`config.mk`:
```
export PLATFORM = sky130hd
export DESIGN_NAME = gcd_euclid_subtract_then_modulo
export DESIGN_NICKNAME = d
export VERILOG_FILES = /design/src/hdl/gsm_pkg.sv /design/src/hdl/gcd_euclid_subtract_then_modulo.sv /design/src/hdl/gsm_sub_unit.sv
export SDC_FILE = /design/constraint.sdc
export NUM_CORES = 1
export LEC_CHECK = 0
export BUFFER_PORTS_ARGS = -buffer_cell sky130_fd_sc_hd__buf_2
export CORE_MARGIN = 1
export CORE_UTILIZATION = 30
export CTS_CLUSTER_SIZE = 24
export DETAILED_ROUTE_END_ITERATION = 10
export HOLD_SLACK_MARGIN = 0.15
export PLACE_DENSITY = 0.56
export REMOVE_ABC_BUFFERS = 1
export SYNTH_ARGS = -nofsm -noshare
export SYNTH_HDL_FRONTEND = slang
export SYNTH_SLANG_ARGS = --single-unit
```
`constraint.sdc`:
```
create_clock -name clk -period 6.2 [get_ports clk]
set_input_delay 1.55 -clock clk [delete_from_list [all_inputs] [get_ports clk]]
set_output_delay 1.55 -clock clk [all_outputs]
set_load 0.03 [all_outputs]
```
`src/hdl/gsm_pkg.sv`:
```
// Shared constants and sequencer state type for the gcd block.
`default_nettype none

package gsm_pkg;

	// Fixed width of each operand and result field on the stream ports.
	localparam int unsigned FieldWidth = 32;

	// Default internal datapath width.
	localparam int unsigned DataWidthDefault = 32;

	typedef enum logic [2:0] {
		ST_IDLE,
		ST_SUB,
		ST_MOD,
		ST_NEXT,
		ST_DONE
	} gsm_state_t;

endpackage : gsm_pkg

`default_nettype wire

```
`src/hdl/gcd_euclid_subtract_then_modulo.sv`:
```
// Top level: iterative Euclid gcd with a shared subtract unit and a stream interface.
//
// Usage:
//   Slave stream (s_tvalid/s_tready/s_tdata) carries one request: two unsigned
//   operands. A request is taken when s_tvalid and s_tready are both high.
//   Master stream (m_tvalid/m_tready/m_tdata) returns one gcd per request.
//   s_tready is high only while the sequencer is idle; one request is in work
//   at a time.
//   Each Euclid round first subtracts the smaller value from the remainder up
//   to three times and then checks it; if the remainder is still not below
//   the smaller value, a restoring modulo follows that retires one dividend
//   bit per cycle. A round closes with a step that shifts the pair down.
//   All subtract and modulo steps share the one subtract-and-compare unit.
//   An operand of zero skips the rounds and goes straight to the result.
//   The result sits in an output register; the next request is taken as soon
//   as the result is loaded there, even while the receiver stalls. A new
//   result waits in the sequencer until the previous one has been taken.
//   Reset (arst_n low) returns the sequencer to idle and drops any pending
//   result.
`default_nettype none

module gcd_euclid_subtract_then_modulo #(
	parameter int unsigned DATA_WIDTH = gsm_pkg::DataWidthDefault
) (
	input  wire logic                             clk,
	input  wire logic                             arst_n,
	// s_tdata: [31:0] operand_a, [63:32] operand_b
	input  wire logic                             s_tvalid,
	output logic                                  s_tready,
	input  wire logic [2*gsm_pkg::FieldWidth-1:0] s_tdata,
	// m_tdata: [31:0] gcd_value
	output logic                                  m_tvalid,
	input  wire logic                             m_tready,
	output logic [gsm_pkg::FieldWidth-1:0]        m_tdata
);

	import gsm_pkg::*;

	localparam int unsigned W      = DATA_WIDTH;
	localparam int unsigned CW     = $clog2(DATA_WIDTH);
	localparam int unsigned ExtW   = 3 * FieldWidth;

	gsm_state_t state_q, state_nxt;

	logic [W-1:0]  big_q;     // larger value; shifts out as modulo dividend
	logic [W-1:0]  small_q;   // smaller value; holds the result at the end
	logic [W-1:0]  rem_q;     // running remainder / partial remainder
	logic [1:0]    sub_cnt_q; // subtractions done in this round
	logic [CW-1:0] bit_cnt_q; // modulo bit position
	logic          out_valid_q;
	logic [FieldWidth-1:0] out_data_q;

	// Operands resized to the datapath width (low bits kept).
	logic [ExtW-1:0] ext_a, ext_b;
	logic [W-1:0]    opa, opb, op_max, op_min;
	logic [ExtW-1:0] ext_res;

	assign ext_a  = {{(ExtW - FieldWidth){1'b0}}, s_tdata[FieldWidth-1:0]};
	assign ext_b  = {{(ExtW - FieldWidth){1'b0}}, s_tdata[2*FieldWidth-1:FieldWidth]};
	assign opa    = ext_a[W-1:0];
	assign opb    = ext_b[W-1:0];
	assign op_max = (opa > opb) ? opa : opb;
	assign op_min = (opa > opb) ? opb : opa;
	assign ext_res = {{(ExtW - W){1'b0}}, small_q};

	// Shared unit: remainder minus smaller value in the subtract rounds,
	// shifted partial remainder minus smaller value in the modulo steps.
	logic [W:0] unit_a, unit_b, unit_diff;
	logic       unit_ge;

	assign unit_a = (state_q == ST_MOD) ? {rem_q, big_q[W-1]} : {1'b0, rem_q};
	assign unit_b = {1'b0, small_q};

	gsm_sub_unit #(
		.WIDTH(W + 1)
	) u_sub (
		.minuend   (unit_a),
		.subtrahend(unit_b),
		.diff      (unit_diff),
		.ge        (unit_ge)
	);

	logic accept_in;
	logic load_out;
	logic mod_last;

	assign accept_in = s_tvalid && s_tready;
	assign mod_last  = (bit_cnt_q == CW'(DATA_WIDTH - 1));
	assign load_out  = (state_q == ST_DONE) && (!out_valid_q || m_tready);

	assign s_tready = (state_q == ST_IDLE);
	assign m_tvalid = out_valid_q;
	assign m_tdata  = out_data_q;

	// Next state of the sequencer.
	always_comb begin
		state_nxt = state_q;
		case (state_q)
			ST_IDLE: begin
				if (accept_in) begin
					// gcd(x, 0) = x: skip straight to the result.
					state_nxt = (op_min == '0) ? ST_DONE : ST_SUB;
				end
			end
			ST_SUB: begin
				if (sub_cnt_q == 2'd3 || !(sub_cnt_q == 2'd0 || unit_ge)) begin
					// Third check still not below: fall back to full modulo.
					state_nxt = (sub_cnt_q == 2'd3 && unit_ge) ? ST_MOD : ST_NEXT;
				end
			end
			ST_MOD: begin
				if (mod_last) begin
					state_nxt = ST_NEXT;
				end
			end
			ST_NEXT: begin
				state_nxt = (rem_q == '0) ? ST_DONE : ST_SUB;
			end
			ST_DONE: begin
				if (load_out) begin
					state_nxt = ST_IDLE;
				end
			end
			default: begin
				state_nxt = ST_IDLE;
			end
		endcase
	end

	always_ff @(posedge clk or negedge arst_n) begin
		if (!arst_n) begin
			state_q <= ST_IDLE;
		end else begin
			state_q <= state_nxt;
		end
	end

	// Output register: hold until taken, advance when the sequencer finishes.
	always_ff @(posedge clk or negedge arst_n) begin
		if (!arst_n) begin
			out_valid_q <= 1'b0;
		end else if (load_out) begin
			out_valid_q <= 1'b1;
		end else if (m_tready) begin
			out_valid_q <= 1'b0;
		end
	end

	always_ff @(posedge clk) begin
		if (load_out) begin
			out_data_q <= ext_res[FieldWidth-1:0];
		end
	end

	// Datapath registers.
	always_ff @(posedge clk) begin
		case (state_q)
			ST_IDLE: begin
				if (accept_in) begin
					big_q     <= op_max;
					// With a zero operand the larger value is the result.
					small_q   <= (op_min == '0) ? op_max : op_min;
					rem_q     <= op_max;
					sub_cnt_q <= 2'd0;
				end
			end
			ST_SUB: begin
				if (sub_cnt_q != 2'd3 && (sub_cnt_q == 2'd0 || unit_ge)) begin
					rem_q     <= unit_diff[W-1:0];
					sub_cnt_q <= sub_cnt_q + 2'd1;
				end else if (sub_cnt_q == 2'd3 && unit_ge) begin
					// Clear the partial remainder for the modulo; the dividend shifts in from big_q.
					rem_q     <= '0;
					bit_cnt_q <= '0;
				end
			end
			ST_MOD: begin
				rem_q     <= unit_ge ? unit_diff[W-1:0] : unit_a[W-1:0];
				big_q     <= {big_q[W-2:0], 1'b0};
				bit_cnt_q <= bit_cnt_q + CW'(1);
			end
			ST_NEXT: begin
				if (rem_q != '0) begin
					big_q     <= small_q;
					small_q   <= rem_q;
					rem_q     <= small_q;
					sub_cnt_q <= 2'd0;
				end
			end
			ST_DONE: begin
				// hold
			end
			default: begin
				// hold
			end
		endcase
	end

endmodule : gcd_euclid_subtract_then_modulo

`default_nettype wire

```
`src/hdl/gsm_sub_unit.sv`:
```
// Shared subtract-and-compare unit used by every subtract and modulo step of the gcd sequencer.
`default_nettype none

module gsm_sub_unit #(
	parameter int unsigned WIDTH = 33
) (
	input  wire logic [WIDTH-1:0] minuend,
	input  wire logic [WIDTH-1:0] subtrahend,
	output logic      [WIDTH-1:0] diff,
	output logic                  ge
);

	logic [WIDTH:0] full;

	// Borrow out clear means minuend >= subtrahend.
	assign full = {1'b0, minuend} - {1'b0, subtrahend};
	assign diff = full[WIDTH-1:0];
	assign ge   = ~full[WIDTH];

endmodule : gsm_sub_unit

`default_nettype wire

```
== Word level (Yosys, flattened, before mapping) ==
Cells that the tools add are included.

* Bits in registers: 139
* Bits of input ports: 68
* Output and inout port bits: 34
* Word-level logic and storage cells: 86

* Add/sub/neg operators: 3
* $lt $le $gt $ge: 1
* Equal/unequal tests: 16
* Mux-type cells: 31
* Bitwise operators: 1
* Reduce and logical (&&, ||, !) cells: 26

{| class="wikitable"
|+ Operators with widths
! operator !! count
|-
| 2-to-1 mux 32 bit || 10
|-
| case mux 32 bit (4 select lines) || 1
|-
| case mux 32 bit (3 select lines) || 1
|-
| zero test 32 bit || 2
|-
| case mux 32 bit (2 select lines) || 1
|-
| subtractor 33 x 32 -> 34 bit || 1
|-
| 2-to-1 mux 33 bit || 1
|-
| > comparator 32 bit || 1
|-
| nonzero test 32 bit || 1
|-
| 2-to-1 mux 3 bit || 6
|-
| inequality test 2 bit, second input constant || 8
|-
| case mux 3 bit (5 select lines) || 1
|-
| AND reduction 4 bit || 3
|-
| 2-to-1 mux 5 bit || 2
|-
| case mux 5 bit (2 select lines) || 1
|-
| AND reduction 3 bit || 3
|-
| equality test 3 x 2 -> 1 bit, second input constant || 2
|-
| 2-to-1 mux 2 bit || 3
|-
| case mux 2 bit (3 select lines) || 1
|-
| nonzero test 2 bit || 3
|-
| nonzero test 3 bit || 2
|-
| adder 5 x 1 -> 5 bit, second input constant || 1
|-
| equality test 5 bit, second input constant || 1
|-
| logical AND 1 bit || 4
|-
| other kinds (13) || 18
|}

== Longest topological paths before layout ==
* Depth in word-level cells: 9
* Mapped depth: 18
* Depth with buffers taken out: 15

== Modules after synthesis ==
A second synthesis with hierarchy kept.

* Cells, all modules: 1264
* Area, all modules: 11046.8 um2

{| class="wikitable"
|+ Modules (own cells, without submodules)
! module !! times used !! cells each !! area each (um2) !! seq. area each (um2)
|-
| gcd_euclid_subtract_then_modulo || 1 || 996 || 9142.5 || 4154.0
|-
| gsm_sub_unit || 1 || 268 || 1904.3 || 0.0
|}

== Least setup slack after synthesis ==
No wires, ideal clock.

* Kind: reg-to-reg
* Start point: reg state_q[1]
* End point: reg rem_q[0] (enable)
* Setup time: 441 ps
* Arrival: 4886 ps
* Required time: 5759 ps
* Setup slack: 874 ps
* Cell stages (with the launch flop): 15
* Path buffers: 2
* Period minus slack after synthesis: 5326 ps
* Cell sequence: dfrtp_1 > clkbuf_1 > nor2b_1 > nand2_1 > clkbuf_1 > nand2_1 > nand2_1 > ha_1 > and3_1 > nand4_1 > a2111oi_2 > and3b_4 > a2111oi_4 > nor2_1 > a31oi_1

* Cells in the longest elaborated chain, start to end: 8
* Elaborated cells between the ends (all ways): 16
* Classes of those cells: add/sub (1); eq/ne (6); mux (1); bitwise (1); reduce/logical (7)

{| class="wikitable"
|+ RTL lines
! element !! line !! source
|-
| start, declared || gcd_euclid_subtract_then_modulo.sv:43 || <nowiki>gsm_state_t state_q, state_nxt;</nowiki>
|-
| start signal, assigned || gcd_euclid_subtract_then_modulo.sv:134 || <nowiki>state_q <= state_nxt;</nowiki>
|-
| equality test 3 x 2 -> 1 bit || gcd_euclid_subtract_then_modulo.sv:71, gcd_euclid_subtract_then_modulo.sv:157 ||
|-
| 2-to-1 mux 33 bit || gcd_euclid_subtract_then_modulo.sv:71 || <nowiki>assign unit_a = (state_q == ST_MOD) ? {rem_q, big_q[W-1]} : {1'b0, rem_q};</nowiki>
|-
| subtractor 33 x 32 -> 34 bit || gsm_sub_unit.sv:16 || <nowiki>assign full = {1'b0, minuend} - {1'b0, subtrahend};</nowiki>
|-
| inverter 1 bit || gsm_sub_unit.sv:18 || <nowiki>assign ge = ~full[WIDTH];</nowiki>
|-
| logical OR 1 bit || gcd_euclid_subtract_then_modulo.sv:168 || <nowiki>if (sub_cnt_q != 2'd3 && (sub_cnt_q == 2'd0 || unit_ge)) begin</nowiki>
|-
| logical AND 1 bit || gcd_euclid_subtract_then_modulo.sv:168 ||
|-
| inequality test 3 bit (no source line) || - ||
|-
| AND reduction 4 bit (no source line) (*) || - ||
|-
| end signal, assigned || gcd_euclid_subtract_then_modulo.sv:163 || <nowiki>rem_q <= op_max;</nowiki>
|-
| end signal, assigned || gcd_euclid_subtract_then_modulo.sv:169 || <nowiki>rem_q <= unit_diff[W-1:0];</nowiki>
|-
| end signal, assigned || gcd_euclid_subtract_then_modulo.sv:178 || <nowiki>rem_q <= unit_ge ? unit_diff[W-1:0] : unit_a[W-1:0];</nowiki>
|-
| end, declared || gcd_euclid_subtract_then_modulo.sv:47 || <nowiki>logic [W-1:0] rem_q;</nowiki>
|}

Every way passes the cells marked *; elsewhere a longest branch is shown, timed or not.
A chain may end at the register's enable or synchronous reset.

== Worst setup path in the final report ==
* Start point: reg state_q[1]
* End point: reg rem_q[14] (data pin)

* Cells in the longest elaborated chain, start to end: 8
* Elaborated cells between the ends (all ways): 12
* Classes of those cells: add/sub (1); eq/ne (3); mux (4); bitwise (1); reduce/logical (3)

{| class="wikitable"
|+ RTL lines
! element !! line !! source
|-
| equality test 3 x 2 -> 1 bit || gcd_euclid_subtract_then_modulo.sv:71, gcd_euclid_subtract_then_modulo.sv:157 ||
|-
| 2-to-1 mux 33 bit || gcd_euclid_subtract_then_modulo.sv:71 ||
|-
| subtractor 33 x 32 -> 34 bit || gsm_sub_unit.sv:16 ||
|-
| inverter 1 bit || gsm_sub_unit.sv:18 ||
|-
| logical OR 1 bit || gcd_euclid_subtract_then_modulo.sv:168 ||
|-
| logical AND 1 bit || gcd_euclid_subtract_then_modulo.sv:168 ||
|-
| 2-to-1 mux 32 bit || gcd_euclid_subtract_then_modulo.sv:168 ||
|-
| case mux 32 bit (4 select lines) (*) || gcd_euclid_subtract_then_modulo.sv:157 || <nowiki>case (state_q)</nowiki>
|}

Marked as above.

==> key figures <==
Outcome
  – Status: completed

Timing
  – Fmax achieved: between 150 and 200 MHz
  – Min cycle time layout: roughly 5.2 ns
  – Worst Skew: 0.0149 ns
  – Final setup viols: 0
  – Hold Vio Cnt, Final: 0
  – Hold Slack: about 0.48 ns
  – Worst Tran Pin Value: ~1.2 ns
  – Slew Viols, Final: 0
  – Crit share post-route: 0.831
  – RSZ-0062 raised after global routing: false
  – Setup TNS Final: 0 ns
  – Slew HR: 0.180

Final layout
  – # diodes: 0
  – Fin cells: 1610
  – Area grow syn2layout: 15.6%
  – Filler cells: 3411
  – Commonest non-fill, non-tap cell in the layout: nand2_1
  – Layout cells sized above 1: 0.147
  – Multi-input gate area: between 5000 and 6000 um2
  – Reg area: 4150 um2
  – Final Util: 0.355
  – Most frequent cells in the layout: nand2_1 (173), edfxtp_1 (135), buf_2 (101), inv_1 (74), a21oi_1 (74)
  – Layout net count: roughly 1300

Worst hold path
  – Hold Path Class: flip-flop to flip-flop

Placement
  – Placed Cells: between 1500 and 2000
  – # port buffers: 101
  – Gpl congestion: 0.858
  – Hpwl dp: 23400 um

Pwr
  – PD cells: between 600 and 700 nW/um2
  – Sequential power share: 0.280
  – P_int: 3.95 mW
  – Final Power: about 7.5 mW
  – Max VDD drop: 0.266 mV
  – Sw frac: 0.473
  – Leakage Power: approximately 5.0 nW
  – Comb pwr share: 0.576
  – Clock power share: 0.144
  – Switching power total: 3.54 mW

Floorplanning
  – Die W: ~190 um
  – Cell Rows: 66
  – Core ar.: approximately 33000 um2
  – Initial core utilization: 0.307
  – I/O Pins: 102
  – Chip Height: around 190 um
  – Die area: around 34000 um2

Route
  – Met3 wire length: around 1500 um
  – DR DRC count: 0
  – Wl on met1: roughly 15000 um
  – Uppermost layer routed: met4
  – Pre-Repair DR Iteration Count: 5
  – Avg WL per Cell: just over 20 um
  – Detailed Route WL: roughly 33000 um
  – Initial DRC count: 634
  – Met2 wire len: between 15000 and 20000 um
  – Vias per cell: between 5 and 6
  – Antenna-violating nets left: 0
  – Vias: 8710

Clock network
  – Clk Tree Root Cell: clkbuf_16
  – Cts hold-fix bufs: 0
  – Number of CTS-inserted buffers: 17
  – H-tree levels: 4
  – Clk_lat worst skew: between 0.4 and 0.5 ns
  – Setup bufs post-CTS: 0
  – TritonCTS Sinks: roughly 140
  – # resized after CTS: 0
  – Bufs on Longest Clock Path: 2
  – CTS tree: done
  – Clock slew at reported path FFs: about 0.070 ns

Global route
  – Total grt overflow: 0
  – Global-route wire length before repair: 50300 um
  – All-Layer GR Usage: 0.193
  – Vias in the first global route: between 8000 and 9000
  – Largest net degree at the start of global routing: between 90 and 100
  – Initial antenna violation count: 0

Critical path
  – Crit path arrival time: 5.42 ns
  – Setup CP Type: flip-flop to flip-flop
  – Crit start category: flip-flop
  – Setup crit end kind: flip-flop
  – Critical Path Fanout Max: 30
  – Crit path required time: 6.47 ns

Synthesis
  – Area leader, netlist: edfxtp_1
  – Synth Area per Inst: ~9.4 um2
  – Ys flop type: edfxtp_1
  – EDFF count, synth: between 100 and 150
  – Flops & latches, synth: around 140
  – Yosys warns: 0
  – Post-synth top area share: 0.401
  – Sequential fraction of the synthesis area: 0.411
  – Top cells by area, synth: edfxtp_1 (40%), ha_1 (8.4%), mux2i_1 (7.0%)
  – Yosys cell types: 63
  – Synth Instances: between 1000 and 1500
  – FFs w/ async S/R, synth: 0.0288
  – Post-Syn Area: just over 10000 um2

Job
  – Max cap viols: 0
critical path, stage by stage (launching register included):
cell      delay, ns
dfrtp_1        0.55
nor2b_1        0.41
nand2_1        0.60
buf_4          0.44
nand2_1        0.09
nand2_1        0.05
ha_1           0.33
a21o_1         0.18
a21o_1         0.19
a21o_1         0.23
a221o_1        0.38
a41o_1         0.29
or2_2          0.33
nor2_2         0.09
buf_4          0.37
a221oi_1       0.16
a22oi_1        0.24
sequential cells by signal (all words and copies together), names as in the netlist:
signal / flops
big_q: 32
bit_cnt_q: 5
m_tdata: 32
m_tvalid: 1
rem_q: 32
small_q: 32
state_q: 3
sub_cnt_q: 2
power groups by stage:
| stage | registers, mW | clock network [mW] | logic, mW |
|---|---|---|---|
| 6_report | 2.10 | 1.08 | 4.31 |
| 5_1_grt | 2.14 | 1.13 | 4.78 |
| 4_1_cts | 2.10 | 1.10 | 4.27 |
| 3_5_place_dp | 2.11 | 0 | 4.23 |
| 3_3_place_gp | 2.11 | 0 | 4.18 |
| 2_1_floorplan | 1.97 | 0 | 3.14 |
cell families after synthesis:
family,share of synthesized area
muxes,0.0715
and+or+nand+nor,0.156
AOI/OAI and AO/OA,0.200
adders and majority gates,0.0862
buffers and inverters,0.0535
DFF,0.411
xor gates and xnor gates,0.0225
routing by layer:
| layer | track usage | up-vias |
|---|---|---|
| li1 | - | 4175 |
| met5 | 0 | - |
| met3 | 0.0292 | 32 |
| met1 | 0.265 | 4241 |
| met4 | 0.0579 | 0 |
| met2 | 0.310 | 262 |
Yosys cell counts (all sizes together) (28+ instances only):
master and n:
edfxtp 135, clkbuf 44, nand2 173, a21o 31, a211oi 34, a21oi 75, a221oi 29, inv 74
nor2 54, o21ai 59, ha 68, a22oi 28, mux2i 71
area by class of cell:
| type | instances | share of cell area |
|---|---|---|
| Multi-Input combinational cell | 808 | 0.469 |
| Sequential cell | 139 | 0.356 |
| Timing Repair Buffer | 114 | 0.0527 |
| Tap cell | 442 | 0.0473 |
| Clock buffer | 18 | 0.0376 |
| Inverter | 75 | 0.0241 |
| Clock inverter | 14 | 0.0139 |
stage by stage:
stage               cell area (um2)  worst slack [ns]
finish                        11700              1.05
global placement              11100              1.15
floorplan                      9840             -2.08
CTS                           11700              1.11
detailed placement            11100              1.14
global route                  11700             0.757
path summary, 6_finish.rpt:
kind	from	to	slack [ns]	depth (start not counted)
worst max-delay path	state_q[1]	rem_q[14]	1.05	16
worst min-delay path	small_q[24]	m_tdata[24]	0.48	0
worst max register to register	state_q[1]	rem_q[14]	1.05	16
worst min register to register	small_q[24]	m_tdata[24]	0.48	0
max in group asynchronous	arst_n	m_tvalid	5.18	1
min in group asynchronous	arst_n	state_q[1]	0.90	1
Note: power is estimated with default switching activity, not from simulation.
